<file path="src/hdl/cspe_pkg.sv">
// Shared types, constants and saturating arithmetic for the cubic spline pair evaluator.
`default_nettype none

package cspe_pkg;

    localparam int SEGMENTS    = 64;
    localparam int SEG_W       = $clog2(SEGMENTS);
    localparam int COEF_W      = 64;
    localparam int POS_W       = 32;
    localparam int DIFF_W      = POS_W + 1;
    localparam int SPACE_W     = 31;
    localparam int CNT_W       = 7;
    localparam int DX_W        = 40;
    localparam int TERMS       = 4;
    localparam int AXES        = 2;
    localparam int BANKS       = AXES * TERMS;
    localparam int QUEUE_DEPTH = 4;
    localparam int QPTR_W      = $clog2(QUEUE_DEPTH);

    localparam logic [COEF_W-1:0] COEF_MAX = {1'b0, {(COEF_W-1){1'b1}}};
    localparam logic [COEF_W-1:0] COEF_MIN = {1'b1, {(COEF_W-1){1'b0}}};

    typedef enum logic
    {
        CMD_WRITE = 1'b0,
        CMD_EVAL  = 1'b1
    } cmd_t;

    typedef enum logic [1:0]
    {
        REG_Z_FIRST       = 2'd0,
        REG_SPACING       = 2'd1,
        REG_INV_SPACING   = 2'd2,
        REG_SEGMENT_COUNT = 2'd3
    } cfg_reg_t;

    typedef struct packed
    {
        cmd_t              cmd;
        logic              axis;
        logic [1:0]        term;
        logic [SEG_W-1:0]  seg;
        logic [COEF_W-1:0] value;
        logic [DX_W-1:0]   dx;
    } job_t;

    function automatic logic [COEF_W-1:0] sat_add(input logic [COEF_W-1:0] a,
                                                  input logic [COEF_W-1:0] b);
        logic [COEF_W:0] s;
        s = {a[COEF_W-1], a} + {b[COEF_W-1], b};
        if (s[COEF_W] != s[COEF_W-1])
        begin
            sat_add = s[COEF_W] ? COEF_MIN : COEF_MAX;
        end
        else
        begin
            sat_add = s[COEF_W-1:0];
        end
    endfunction

    // Q24.40 to Q16.16: floor by an arithmetic shift, then saturate to 32 bits.
    function automatic logic [POS_W-1:0] to_q16(input logic [COEF_W-1:0] v);
        logic [COEF_W-25:0] t;
        t = v[COEF_W-1:24];
        if (!t[COEF_W-25] && (t[COEF_W-26:POS_W-1] != '0))
        begin
            to_q16 = {1'b0, {(POS_W-1){1'b1}}};
        end
        else if (t[COEF_W-25] && (t[COEF_W-26:POS_W-1] != '1))
        begin
            to_q16 = {1'b1, {(POS_W-1){1'b0}}};
        end
        else
        begin
            to_q16 = t[POS_W-1:0];
        end
    endfunction

endpackage

`default_nettype wire

</file>
<file path="src/hdl/cspe_front.sv">
// Front end: configuration registers, item intake and segment and offset computation.
`default_nettype none

module cspe_front
(
    input  wire logic                          clk,
    input  wire logic                          rst_n,
    input  wire logic                          in_valid,
    output logic                               in_ready,
    input  wire cspe_pkg::cmd_t                in_cmd,
    input  wire logic [cspe_pkg::POS_W-1:0]    in_z,
    input  wire logic                          in_axis,
    input  wire logic [cspe_pkg::SEG_W-1:0]    in_seg,
    input  wire logic [1:0]                    in_term,
    input  wire logic [cspe_pkg::COEF_W-1:0]   in_value,
    input  wire logic                          cfg_valid,
    input  wire cspe_pkg::cfg_reg_t            cfg_index,
    input  wire logic [cspe_pkg::POS_W-1:0]    cfg_data,
    input  wire logic                          q_full,
    output logic                               push,
    output cspe_pkg::job_t                     push_job
);

    localparam int DW   = cspe_pkg::DIFF_W;
    localparam int SPW  = cspe_pkg::SEG_W + cspe_pkg::SPACE_W;

    logic [cspe_pkg::POS_W-1:0]   z_first_reg;
    logic [cspe_pkg::SPACE_W-1:0] spacing_reg;
    logic [cspe_pkg::POS_W-1:0]   inv_reg;
    logic [cspe_pkg::CNT_W-1:0]   count_reg;

    logic                  f1_vld_reg, f2_vld_reg, f3_vld_reg;
    cspe_pkg::job_t        f1_job_reg, f2_job_reg, f3_job_reg;
    cspe_pkg::job_t        f1_job_next, f3_job_next;
    logic [DW-1:0]         f1_diff_reg, f2_diff_reg, f3_diff_reg;
    logic [DW-1:0]         f1_diff_next;
    logic [2*cspe_pkg::POS_W-1:0] f2_prod_reg, f2_prod_next;
    logic [cspe_pkg::SEG_W-1:0]   last_seg;
    logic [15:0]           seg_raw;
    logic [SPW-1:0]        span;
    logic                  fe;

    always_ff @(posedge clk or negedge rst_n)
    begin
        if (!rst_n)
        begin
            z_first_reg <= '0;
            spacing_reg <= cspe_pkg::SPACE_W'(65536);
            inv_reg     <= '1;
            count_reg   <= cspe_pkg::CNT_W'(1);
        end
        else if (cfg_valid)
        begin
            case (cfg_index)
                cspe_pkg::REG_Z_FIRST:       z_first_reg <= cfg_data;
                cspe_pkg::REG_SPACING:       spacing_reg <= cfg_data[cspe_pkg::SPACE_W-1:0];
                cspe_pkg::REG_INV_SPACING:   inv_reg     <= cfg_data;
                cspe_pkg::REG_SEGMENT_COUNT: count_reg   <= cfg_data[cspe_pkg::CNT_W-1:0];
                default:                     z_first_reg <= z_first_reg;
            endcase
        end
    end

    // All three stages move together whenever the last one can drain.
    assign fe       = !f3_vld_reg || !q_full;
    assign in_ready = fe;
    assign push     = f3_vld_reg && !q_full;

    always_comb
    begin
        f1_job_next       = '0;
        f1_job_next.cmd   = in_cmd;
        f1_job_next.axis  = in_axis;
        f1_job_next.term  = in_term;
        f1_job_next.seg   = in_seg;
        f1_job_next.value = in_value;
        f1_diff_next = {in_z[cspe_pkg::POS_W-1], in_z}
                     - {z_first_reg[cspe_pkg::POS_W-1], z_first_reg};
        f2_prod_next = f1_diff_reg[cspe_pkg::POS_W-1:0] * inv_reg;
    end

    always_comb
    begin
        if (count_reg == '0)
        begin
            last_seg = '0;
        end
        else if (count_reg > cspe_pkg::CNT_W'(cspe_pkg::SEGMENTS))
        begin
            last_seg = cspe_pkg::SEG_W'(cspe_pkg::SEGMENTS - 1);
        end
        else
        begin
            last_seg = cspe_pkg::SEG_W'(count_reg - 1'b1);
        end
        // A position below the first knot falls into the first segment.
        seg_raw     = f2_diff_reg[DW-1] ? 16'd0 : f2_prod_reg[63:48];
        f3_job_next = f2_job_reg;
        if (f2_job_reg.cmd == cspe_pkg::CMD_EVAL)
        begin
            f3_job_next.seg = (seg_raw > 16'(last_seg)) ? last_seg
                                                       : seg_raw[cspe_pkg::SEG_W-1:0];
        end
    end

    always_comb
    begin
        span        = f3_job_reg.seg * spacing_reg;
        push_job    = f3_job_reg;
        push_job.dx = {{(cspe_pkg::DX_W-DW){f3_diff_reg[DW-1]}}, f3_diff_reg}
                    - {{(cspe_pkg::DX_W-SPW){1'b0}}, span};
    end

    always_ff @(posedge clk or negedge rst_n)
    begin
        if (!rst_n)
        begin
            f1_vld_reg <= 1'b0;
            f2_vld_reg <= 1'b0;
            f3_vld_reg <= 1'b0;
        end
        else if (fe)
        begin
            f1_vld_reg <= in_valid;
            f2_vld_reg <= f1_vld_reg;
            f3_vld_reg <= f2_vld_reg;
        end
    end

    always_ff @(posedge clk)
    begin
        if (fe)
        begin
            f1_job_reg  <= f1_job_next;
            f1_diff_reg <= f1_diff_next;
            f2_job_reg  <= f1_job_reg;
            f2_diff_reg <= f1_diff_reg;
            f2_prod_reg <= f2_prod_next;
            f3_job_reg  <= f3_job_next;
            f3_diff_reg <= f2_diff_reg;
        end
    end

endmodule

`default_nettype wire

</file>
<file path="config.mk">
export PLATFORM = sky130hd
export DESIGN_NAME = cspe_front
export DESIGN_NICKNAME = d
export VERILOG_FILES = /design/src/hdl/cspe_pkg.sv /design/src/hdl/cspe_front.sv
export SDC_FILE = /design/constraint.sdc
export NUM_CORES = 2
export LEC_CHECK = 0
export ABC_AREA = 0
export BUFFER_PORTS_ARGS = -buffer_cell sky130_fd_sc_hd__buf_2
export CELL_PAD_IN_SITES_DETAIL_PLACEMENT = 0
export CELL_PAD_IN_SITES_GLOBAL_PLACEMENT = 1
export CORE_ASPECT_RATIO = 1.75
export CORE_UTILIZATION = 51
export DETAILED_ROUTE_END_ITERATION = 8
export PLACE_DENSITY_LB_ADDON = 0.25
export SLEW_MARGIN = 20
export SYNTH_ARGS = -nofsm -noshare
export SYNTH_HDL_FRONTEND = slang
export SYNTH_SLANG_ARGS = --single-unit
export TNS_END_PERCENT = 30
</file>
<file path="constraint.sdc">
create_clock -name clk -period 17.7 [get_ports clk]
set_clock_uncertainty 0.2 [all_clocks]
set_input_delay 4.425 -clock clk [delete_from_list [all_inputs] [get_ports clk]]
set_output_delay 4.425 -clock clk [all_outputs]
set_load 0.05 [all_outputs]
</file>
==> out/metrics.cfg <==
[worst_setup_path]
end_kind = output port
criticalPathCategory = flop to output port
crit_path_top_delay_cell = o31ai_1
crit_fanout = 32
cp.required_ps = 13070
critPathTopFamily = compound AO/OA/AOI/OAI gates
cp_common_cell = fa_1
cpPeakStageDelay_ps = 630
arrival_ps = 8060
path_buf_inv = 4
startpoint_type = flop

[synthesis]
synth_xor_area_share_pct = 1.69
syn_area_per_cell_um2 = 10.3
yosys.area_share.simple_pct = 14.5
synth_seq_cells = 442
synth_nets = 6940
netlist_area_um2 = 55900
ys.flop_type = edfxtp_1
ys_types = 70
yosysSeqAreaShare_pct = 22.9
synthArstFlopShare_pct = 23.8
synth-compound-area-share_pct = 5.95
synth-edff-count = 337
syn_inst = 5398
synth_mux_area_share_pct = 1.53
synth_fa_ha_area_share_pct = 44.9
ys.warnings.count = 0
synth_top_family_by_area = adder cells

[die]
dieArea_um2 = 111000
dieHeight_um = 440
pin_count = 261
die_w_um = 252
rows = 160
initial_core_util_pct = 51.4
coreArea_um2 = 109000

[placed_design]
io_buffers = 260
dp_hpwl_mm = 125
place.gp.congestion = 1.06

[clock_network]
cts_sinks = 442
clk_latency_ps = 630
cts_tree = done
cts_resized = 0
cts-htree-levels = 2
clockBufferDepth = 3
cts_root_buf = clkbuf_16
cts_buffers = 44
postCtsSetupBuffers = 0
hold_buffers = 0
clk_pin_slew_ps = 70

[routing]
ant_nets = 0
wl_mm = 165
drc_errors = 0
via_per_inst = 5.59
dr.pass1.iters = 6
drtIter0Drc = 2159
vias = 39200
post_drt_wl_per_cell_um = 23.6

[final_layout]
syn2layout_area_growth_pct = 7.51
mostFrequentLayoutCell = inv_1
fillers = 9793
multi_input_area_um2 = 38300
layout_common_cells = inv_1 (1028), fa_1 (1014), and2_1 (667)
regArea_um2 = 12800
drive_above_1_share_pct = 9.15
nNetsFinal = 7057

[sta]
finalMaxSlewViolations = 0
fmax_mhz = 78.9
hold_viol_final = 0
finalSetupViolCount = 0
max_slew_margin_pct = 28.6
fin_crit_sh_pct = 71.6
max_slew.worst_pin.slew_ps = 1070
fin_crit_ps = 12680
fin_tns_setup_ps = 0
rsz0062_at_grt = no

[min_path]
hold_path.class = flop to flop

[global_route]
gr-total-overflow = 0
antenna_found_initial = 22
first_global_vias = 43000
grtUsageTotal_pct = 30.9
grt_max_degree = 149
grt_pass1_wl_mm = 252

[run]
cap_viol_max_count = 0

[status]
status = finished clean

## cells by family after synthesis
family | after synthesis
AO/OA/AOI/OAI | 510
XOR/XNOR | 108
adder cells (fa/ha/maj) | 1397
buffers and inverters | 1268
flip-flops | 442
multiplexers | 76
AND/OR/NAND/NOR | 1597
## cell type report
class / instances / area share [%]
tap: 1458 / 3.04
inverter: 1028 / 6.43
clock buffer: 56 / 2.01
clock inverter: 25 / 0.511
multi-input combinational: 3688 / 63.8
sequential: 442 / 21.3
timing repair buffer: 311 / 2.85
antenna: 9 / 0.0375
## stage by stage
stage | util, % | worst slack (ps) | cells | instance area, µm² | hold WS [ps]
3_5_place_dp | 53.8 | 5360 | 6925 | 58500 | 205
4_1_cts | 55.2 | 4660 | 7006 | 60000 | 216
3_3_place_gp | 53.8 | 5390 | 6925 | 58500 | 200
6_report | 55.2 | 5020 | 7017 | 60000 | 215
2_1_floorplan | - | 1210 | 5398 | 55900 | 200
5_1_grt | 55.2 | 4730 | 7012 | 60000 | 219
## per-layer routing
layer	vias up	share of wire, %	GRT usage [%]	wire length, µm
li1	17000	-	-	-
met1	20300	33	31.0	53700
met2	1336	53	57.5	88100
met3	604	5.2	4.23	8530
met4	8	9.0	23.0	14800
met5	-	0.036	0	60
## Yosys cell counts (all sizes together), types with 17 or more instances
cell type  number  share of area, %
a211oi         19              0.26
a21o           85               1.1
a21oi         132               1.2
a31oi          19              0.22
and2          667               7.5
and3           24              0.27
clkbuf        234               1.6
dfrtp          71               3.2
dfstp          34               1.6
edfxtp        337                18
fa           1014                36
ha            383               8.6
inv          1028               6.9
mux2           74               1.5
nand2         665               4.5
nand2b         18              0.20
nand3          50              0.45
nand4          17              0.19
nor2           68              0.46
nor2b          26              0.29
nor3           25              0.22
o211ai         17              0.23
o21a           26              0.35
o21ai         116               1.0
xnor2          64               1.0
xor2           44              0.69
## path summary, 6_finish.rpt
| kind | slack, ps | cells past startpoint | startpoint | to |
|---|---|---|---|---|
| setup / recovery | 5020 | 25 | push_job[104]$_DFFE_PP_ | push_job[38] |
| hold / removal | 210 | 0 | f1_job_reg[85]$_DFFE_PP_ | f2_job_reg[85]$_DFFE_PP_ |
| setup reg to reg | 8980 | 22 | f1_diff_reg[7]$_DFFE_PP_ | f2_prod_reg[61]$_DFFE_PP_ |
| hold reg to reg | 210 | 0 | f1_job_reg[85]$_DFFE_PP_ | f2_job_reg[85]$_DFFE_PP_ |
| max in group asynchronous | 12370 | 2 | rst_n | z_first_reg[20]$_DFFE_PN0P_ |
| min in group asynchronous | 3590 | 1 | rst_n | z_first_reg[2]$_DFFE_PN0P_ |
Power is left out: the tool's default activity adds up to more than one toggle a clock period on the data nets, which glitch-free logic cannot reach.
