--- src/hdl/cspe_pkg.sv ---
// Shared types, constants and saturating arithmetic for the cubic spline pair evaluator.
`default_nettype none

package cspe_pkg;

    localparam int SEGMENTS    = 64;
    localparam int SEG_W       = $clog2(SEGMENTS);
    localparam int COEF_W      = 64;
    localparam int POS_W       = 32;
    localparam int DIFF_W      = POS_W + 1;
    localparam int SPACE_W     = 31;
    localparam int CNT_W       = 7;
    localparam int DX_W        = 40;
    localparam int TERMS       = 4;
    localparam int AXES        = 2;
    localparam int BANKS       = AXES * TERMS;
    localparam int QUEUE_DEPTH = 4;
    localparam int QPTR_W      = $clog2(QUEUE_DEPTH);

    localparam logic [COEF_W-1:0] COEF_MAX = {1'b0, {(COEF_W-1){1'b1}}};
    localparam logic [COEF_W-1:0] COEF_MIN = {1'b1, {(COEF_W-1){1'b0}}};

    typedef enum logic
    {
        CMD_WRITE = 1'b0,
        CMD_EVAL  = 1'b1
    } cmd_t;

    typedef enum logic [1:0]
    {
        REG_Z_FIRST       = 2'd0,
        REG_SPACING       = 2'd1,
        REG_INV_SPACING   = 2'd2,
        REG_SEGMENT_COUNT = 2'd3
    } cfg_reg_t;

    typedef struct packed
    {
        cmd_t              cmd;
        logic              axis;
        logic [1:0]        term;
        logic [SEG_W-1:0]  seg;
        logic [COEF_W-1:0] value;
        logic [DX_W-1:0]   dx;
    } job_t;

    function automatic logic [COEF_W-1:0] sat_add(input logic [COEF_W-1:0] a,
                                                  input logic [COEF_W-1:0] b);
        logic [COEF_W:0] s;
        s = {a[COEF_W-1], a} + {b[COEF_W-1], b};
        if (s[COEF_W] != s[COEF_W-1])
        begin
            sat_add = s[COEF_W] ? COEF_MIN : COEF_MAX;
        end
        else
        begin
            sat_add = s[COEF_W-1:0];
        end
    endfunction

    // Q24.40 to Q16.16: floor by an arithmetic shift, then saturate to 32 bits.
    function automatic logic [POS_W-1:0] to_q16(input logic [COEF_W-1:0] v);
        logic [COEF_W-25:0] t;
        t = v[COEF_W-1:24];
        if (!t[COEF_W-25] && (t[COEF_W-26:POS_W-1] != '0))
        begin
            to_q16 = {1'b0, {(POS_W-1){1'b1}}};
        end
        else if (t[COEF_W-25] && (t[COEF_W-26:POS_W-1] != '1))
        begin
            to_q16 = {1'b1, {(POS_W-1){1'b0}}};
        end
        else
        begin
            to_q16 = t[POS_W-1:0];
        end
    endfunction

endpackage

`default_nettype wire

--- src/hdl/cspe_queue.sv ---
// Short job queue between the front end and the evaluation back end.
`default_nettype none

module cspe_queue
(
    input  wire logic           clk,
    input  wire logic           rst_n,
    input  wire logic           push,
    input  wire cspe_pkg::job_t push_job,
    input  wire logic           pop,
    output cspe_pkg::job_t      head,
    output logic                full,
    output logic                empty
);

    cspe_pkg::job_t                slot_reg [cspe_pkg::QUEUE_DEPTH];
    logic [cspe_pkg::QPTR_W-1:0]   wr_ptr_reg, rd_ptr_reg;
    logic [cspe_pkg::QPTR_W:0]     count_reg, count_next;

    assign full  = (count_reg == (cspe_pkg::QPTR_W+1)'(cspe_pkg::QUEUE_DEPTH));
    assign empty = (count_reg == '0);
    assign head  = slot_reg[rd_ptr_reg];

    always_comb
    begin
        count_next = count_reg;
        if (push && !pop)
        begin
            count_next = count_reg + 1'b1;
        end
        else if (pop && !push)
        begin
            count_next = count_reg - 1'b1;
        end
    end

    always_ff @(posedge clk or negedge rst_n)
    begin
        if (!rst_n)
        begin
            wr_ptr_reg <= '0;
            rd_ptr_reg <= '0;
            count_reg  <= '0;
        end
        else
        begin
            if (push)
            begin
                wr_ptr_reg <= wr_ptr_reg + 1'b1;
            end
            if (pop)
            begin
                rd_ptr_reg <= rd_ptr_reg + 1'b1;
            end
            count_reg <= count_next;
        end
    end

    always_ff @(posedge clk)
    begin
        if (push)
        begin
            slot_reg[wr_ptr_reg] <= push_job;
        end
    end

endmodule

`default_nettype wire

--- config.mk ---
export PLATFORM = sky130hd
export DESIGN_NAME = cspe_queue
export DESIGN_NICKNAME = d
export VERILOG_FILES = /design/src/hdl/cspe_pkg.sv /design/src/hdl/cspe_queue.sv
export SDC_FILE = /design/constraint.sdc
export NUM_CORES = 1
export LEC_CHECK = 0
export BUFFER_PORTS_ARGS = -buffer_cell sky130_fd_sc_hd__buf_2
export CAP_MARGIN = 10
export CORE_MARGIN = 1
export CORE_UTILIZATION = 35
export CTS_BUF_LIST = sky130_fd_sc_hd__clkbuf_4
export DETAILED_ROUTE_END_ITERATION = 8
export GPL_TIMING_DRIVEN = 0
export PLACE_DENSITY = 0.51
export SLEW_MARGIN = 25
export SYNTH_ARGS = -nofsm -noshare
export SYNTH_HDL_FRONTEND = slang
export SYNTH_SLANG_ARGS = --single-unit
--- constraint.sdc ---
create_clock -name clk -period 4.75 [get_ports clk]
set_input_delay 0.95 -clock clk [delete_from_list [all_inputs] [get_ports clk]]
set_output_delay 0.95 -clock clk [all_outputs]
set_load 0.05 [all_outputs]
==> impl_metrics.toml, run 1 <==
[run_status]
outcome = "finished, final reports clean"

[global_route]
grt_max_degree = 40
antenna_found_initial = 4
grt_pass1_vias = 8667
grt_pass1_wl_um = 52810
grt_overflow = 0
grt_usage = 0.1495

[clock_tree]
clk_latency_ps = 920
cts_hold_buf = 1
clkSinkCount = 463
cts_tree = "done"
cts_buffer_depth = 3
postCtsSetupBuffers = 0
root_buffer = "clkbuf_4"
htreeDepth = 4
cts_resized = 0
cts_inserted_buffers = 130
clk_pin_slew_worst_paths_ps = 60

[flow_run]
drv_cap = 0

[pwr]
p_switching_uw = 5789
leakage_uw = 0.007283
vdd_drop_max_v = 0.0003316
p_int_uw = 9187
p_clk_frac = 0.247
sw_frac_of_total = 0.3865
p_per_area_mw_per_mm2 = 721.0
p_total_uw = 14980
p_comb_frac = 0.387
p_seq_frac = 0.366

[detailed_routing]
wl_per_cell_um = 20.50
drtIter0Drc = 348
drc = 0
drt_wl_total_um = 35160
vias = 7974
dr.pass1.iters = 4
ant_nets = 0
viasPerCell = 4.650

[worst_setup_path]
end_kind = "output port"
crit_buf_inv = 4
slowest_stage = "buf_2"
worstPathRequired_ps = 3800
cp.arrival_ps = 2700
cp-start-kind = "flop"
slowest_delay_ps = 380
critical_path_class = "flop to output port"
crit_top_cell = "buf_2"
path_cells = "buf_2 > buf_2 > buf_2 > mux4_2 > buf_2"
critPathMaxFanout = 10
cpLargestDelayFamily = "buffers and inverters"

[timing]
setup_viol = 0
final.setup.worst_slack_ps = 1098
relSlewSlack = 0.4765
finalCritPeriodShare = 0.7689
slew_violations = 0
skew_ps = 41.73
hold_violations = 0
max_slew.worst_pin.slew_ps = 785.3
rsz0062_at_grt = "false"
max_freq_ghz = 0.2738
period_minus_slack_ps = 3652

[logic_synthesis]
synthTopCellsByCount = "edfxtp_1, mux4_2, buf_2"
yosysMostFrequentCell = "edfxtp_1"
synth-main-ff-cell = "edfxtp_1"
synth.area.top_cells = "edfxtp_1, mux4_2, dfrtp_1, buf_2, buf_6"
synth_top_area_frac = 0.8143
synth_edf_count = 456
yosysWarnings = 0
ys_types = 19
synth_fp_nets = 754
synth_area_mm2 = 0.01681
synth-seq-cells = 463
yosysTopAreaCell = "edfxtp_1"
ys_seq_area_frac = 0.8248
syn_avg_cell_area_um2 = 26.69
async_flop_share = 0.01512
syn-instance-count = 630

[place]
place_ws_ps = 1955
hpwlAfterDp_um = 21120
port_buffers = 233
globalplace.congestion = 0.6737

[die]
core-area_mm2 = 0.04695
start_util = 0.3581
die-area_mm2 = 0.04892
die_w_um = 221.2
fp.dieH_um = 221.2
io-pin-count = 234
rows = 79

[final_layout]
final_util = 0.4424
area_growth_syn_to_layout_pct = 23.52
drive_gt1_frac = 0.5432
largest_reg_flops = 456
final_nets = 1132
nFillCells = 4104

[min_path]
hold_path_class = "input port to flop"
-- final timing paths --
path                               startpoint         endpoint  slack [ps]  cells past startpoint
worst max register to register  wr_ptr_reg[0]  slot_reg[2][36]        2800                      5
worst min-delay path             push_job[12]  slot_reg[0][12]         250                      1
min in group asynchronous               rst_n    wr_ptr_reg[0]         440                      2
worst min register to register   count_reg[2]     count_reg[2]         490                      1
max in group asynchronous               rst_n    wr_ptr_reg[1]        4150                      2
worst max-delay path            rd_ptr_reg[1]         head[89]        1100                      5
-- power groups by stage --
stage	logic (µW)	registers, µW	clock network, µW
after floorplan	4370	5610	0
after global placement	5790	5750	0
after detailed placement	5950	5570	0
after CTS	5970	5490	3890
after global routing	6130	5540	4090
final	5800	5480	3700
-- kinds of logic (layout without fill, tap and decap cells) --
| logic type | count (synthesis) | in the layout | synth area share |
|---|---|---|---|
| AND/OR/NAND/NOR | 9 | 9 | 0.002902 |
| adder cells (fa/ha/maj) | 6 | 6 | 0.004911 |
| flip-flops | 463 | 463 | 0.8248 |
| buffers and inverters | 30 | 499 | 0.01064 |
| multiplexers | 115 | 115 | 0.1534 |
| other | 0 | 9 | 0 |
| XOR/XNOR | 6 | 6 | 0.003125 |
| AO/OA/AOI/OAI | 1 | 1 | 0.0002974 |
-- through the flow --
stage	cells	TNS [ps]	hold slack [ps]	area [µm²]
2_1_floorplan	630	0	456.3	16810
3_3_place_gp	1470	-939770	471.8	18740
3_5_place_dp	1482	0	478.4	19040
4_1_cts	1706	0	61.41	20750
5_1_grt	1709	0	88.26	20750
6_report	1715	0	247.4	20770
-- layout by cell type, fill, tap and decap left out, drive strengths merged --
cell type / count
edfxtp: 456
buf: 266
clkbuf: 206
mux4: 114
clkinv: 12
diode: 9
inv: 9
dfrtp: 7
ha: 5
and2: 4
xor2: 4
bufinv: 4
xnor2: 2
nand2: 2
nor3: 1
nor3b: 1
mux2: 1
o21ai: 1
nor2: 1
fa: 1
clkinvlp: 1
dlygate4sd3: 1
-- worst register-to-register path, delay by kind of cell, from the launching register on --
kind	cells	cell delay (ps)
buffers and inverters	3	650
adders and majority gates	1	140
and+or+nand+nor	1	410
DFF	1	420
-- routing by layer --
layer  vias up  GRT usage  share of wire
li1       3591          -              -
met1      4077     0.1796           0.42
met2       246     0.2298           0.49
met3        58    0.06374          0.072
met4         2    0.07670          0.022
met5         -          0        0.00026
-- final cells by class --
cell class	instances	area, µm²	area share
Timing Repair Buffer	246	1461	0.07036
Antenna cell	9	22.52	0.001084
Buffer	26	163.9	0.007892
Multi-Input combinational cell	137	2778	0.1337
Sequential cell	463	13870	0.6677
Clock buffer	201	1509	0.07265
Tap cell	607	759.5	0.03657
Inverter	4	15.01	0.0007229
Clock inverter	22	192.7	0.009277
Power figures use the tool's default switching activity.
==> run 2: changes to the inputs <==
Clock period 4.75 ns to 3.75 ns, I/O delays scaled along.
==> run 2 against run 1 <==
Against the previous run:
- combinational power rose by 26%
- flip-flop and latch count did not move
- global-route usage fell by 0.54 points
- wire length fell by 2.2%
- setup slack got worse by 770 ps
- clock-buffer cell count fell by 28
- critical path type unchanged
==> impl_metrics.toml, run 2 (same netlist as run 1, synthesis figures left out) <==
[run_status]
outcome = "finished, final reports clean"

[final_layout]
area_growth_syn_to_layout_pct = 22.74
largest_reg_flops = 456
final_common_cell = "edfxtp_1"
final_nets = 1135
final_cell_mix = "edfxtp_1, buf_2, clkbuf_4"
drive_gt1_frac = 0.5188
nFillCells = 4131

[timing]
period_minus_slack_ps = 3420
setup_viol = 0
max_freq_ghz = 0.2924
skew_ps = 27.91
relSlewSlack = 0.4669
hold_violations = 0
finalCritPeriodShare = 0.9119
rsz0062_at_grt = "false"
slew_violations = 0
max_slew.worst_pin.slew_ps = 799.6
holdWs_ps = 135.7

[detailed_routing]
drc = 0
vias = 7923
dr.pass1.iters = 6
drtIter0Drc = 349
drt_wl_total_um = 34380
wl_per_cell_um = 20.19
ant_nets = 0
viasPerCell = 4.652

[clock_tree]
clk_latency_ps = 840
clkSinkCount = 463
cts_inserted_buffers = 117
htreeDepth = 3
cts_tree = "done"
cts_resized = 0
clk_pin_slew_worst_paths_ps = 70
cts_buffer_depth = 3
root_buffer = "clkbuf_4"

[worst_setup_path]
cp-start-kind = "flop"
critPathMaxFanout = 10
ff2ff_path_depth = 5
cp.arrival_ps = 2670
end_kind = "output port"
critical_path_class = "flop to output port"
worstPathRequired_ps = 3000

[die]
io-pin-count = 234
core-area_mm2 = 0.04695
die-area_mm2 = 0.04892
rows = 79
fp.dieH_um = 221.2
start_util = 0.3581
die_w_um = 221.2

[global_route]
antenna_found_initial = 4
grt_max_degree = 41
grt_pass1_vias = 8694
grt_overflow = 0
grt_usage = 0.1441
grt_pass1_wl_um = 52330

[place]
globalplace.congestion = 0.6673
port_buffers = 233
hpwlAfterDp_um = 20990

[pwr]
p_total_uw = 18310
leakage_uw = 0.007182
vdd_drop_max_v = 0.0004050
p_per_area_mw_per_mm2 = 887.3

[flow_run]
drv_cap = 0

[min_path]
holdPathStages = 1
hold_path_class = "input port to flop"
-- run 2: power by group --
part | switching, µW | internal [µW] | total (µW)
Sequential | 190 | 6750 | 6940
Clock | 1890 | 2150 | 4040
Combinational | 5130 | 2200 | 7330
-- run 2: final cells by class --
type                       count  area (µm²)  area share
timing repair buffer         262        1617     0.07833
antenna                        7       17.52   0.0008487
clock inverter                24       121.4    0.005881
clock buffer                 173        1299     0.06293
tap                          607       759.5     0.03680
buffer                        26       163.9    0.007942
inverter                       4       15.01   0.0007275
multi-input combinational    137        2778      0.1346
sequential                   463       13870      0.6720
-- run 2: path summary, 6_finish.rpt --
kind	startpoint	end	slack (ps)
max	rd_ptr_reg[1]	head[83]	330
min	push_job[83]	slot_reg[0][83]	140
max reg2reg	wr_ptr_reg[1]	slot_reg[1][90]	1790
min reg2reg	count_reg[2]	count_reg[2]	490
max in group asynchronous	rst_n	wr_ptr_reg[0]	3270
min in group asynchronous	rst_n	count_reg[2]	310
-- run 2: critical path: stages (launching register included) --
cell     delay (ps)
dfrtp_1         320
buf_2           200
buf_2           350
buf_2           370
mux4_2          360
buf_2           230
-- run 2: stage by stage --
step,instances,worst slack [ps],utilization,TNS [ps],area [µm²]
after global placement,1470,-375.9,0.3993,-153950,18750
final,1703,330.5,0.4396,0,20640
after detailed placement,1483,1072,0.4055,0,19040
after global routing,1701,19.93,0.4395,0,20630
after CTS,1696,77.80,0.4392,0,20620
after floorplan,630,1139,-,0,16820
-- run 2: per-layer routing --
layer,vias up,routed length [µm],GRT usage
met3,51,2499,0.06015
met1,4061,14890,0.1821
met2,241,16360,0.2207
li1,3570,-,-
met5,-,0,0
met4,0,630,0.05572
-- run 2: what timing repair did --
action	in CTS	in global routing
hold endpoints to repair	43	0
hold buffers	16	0
buffers inserted	0	0
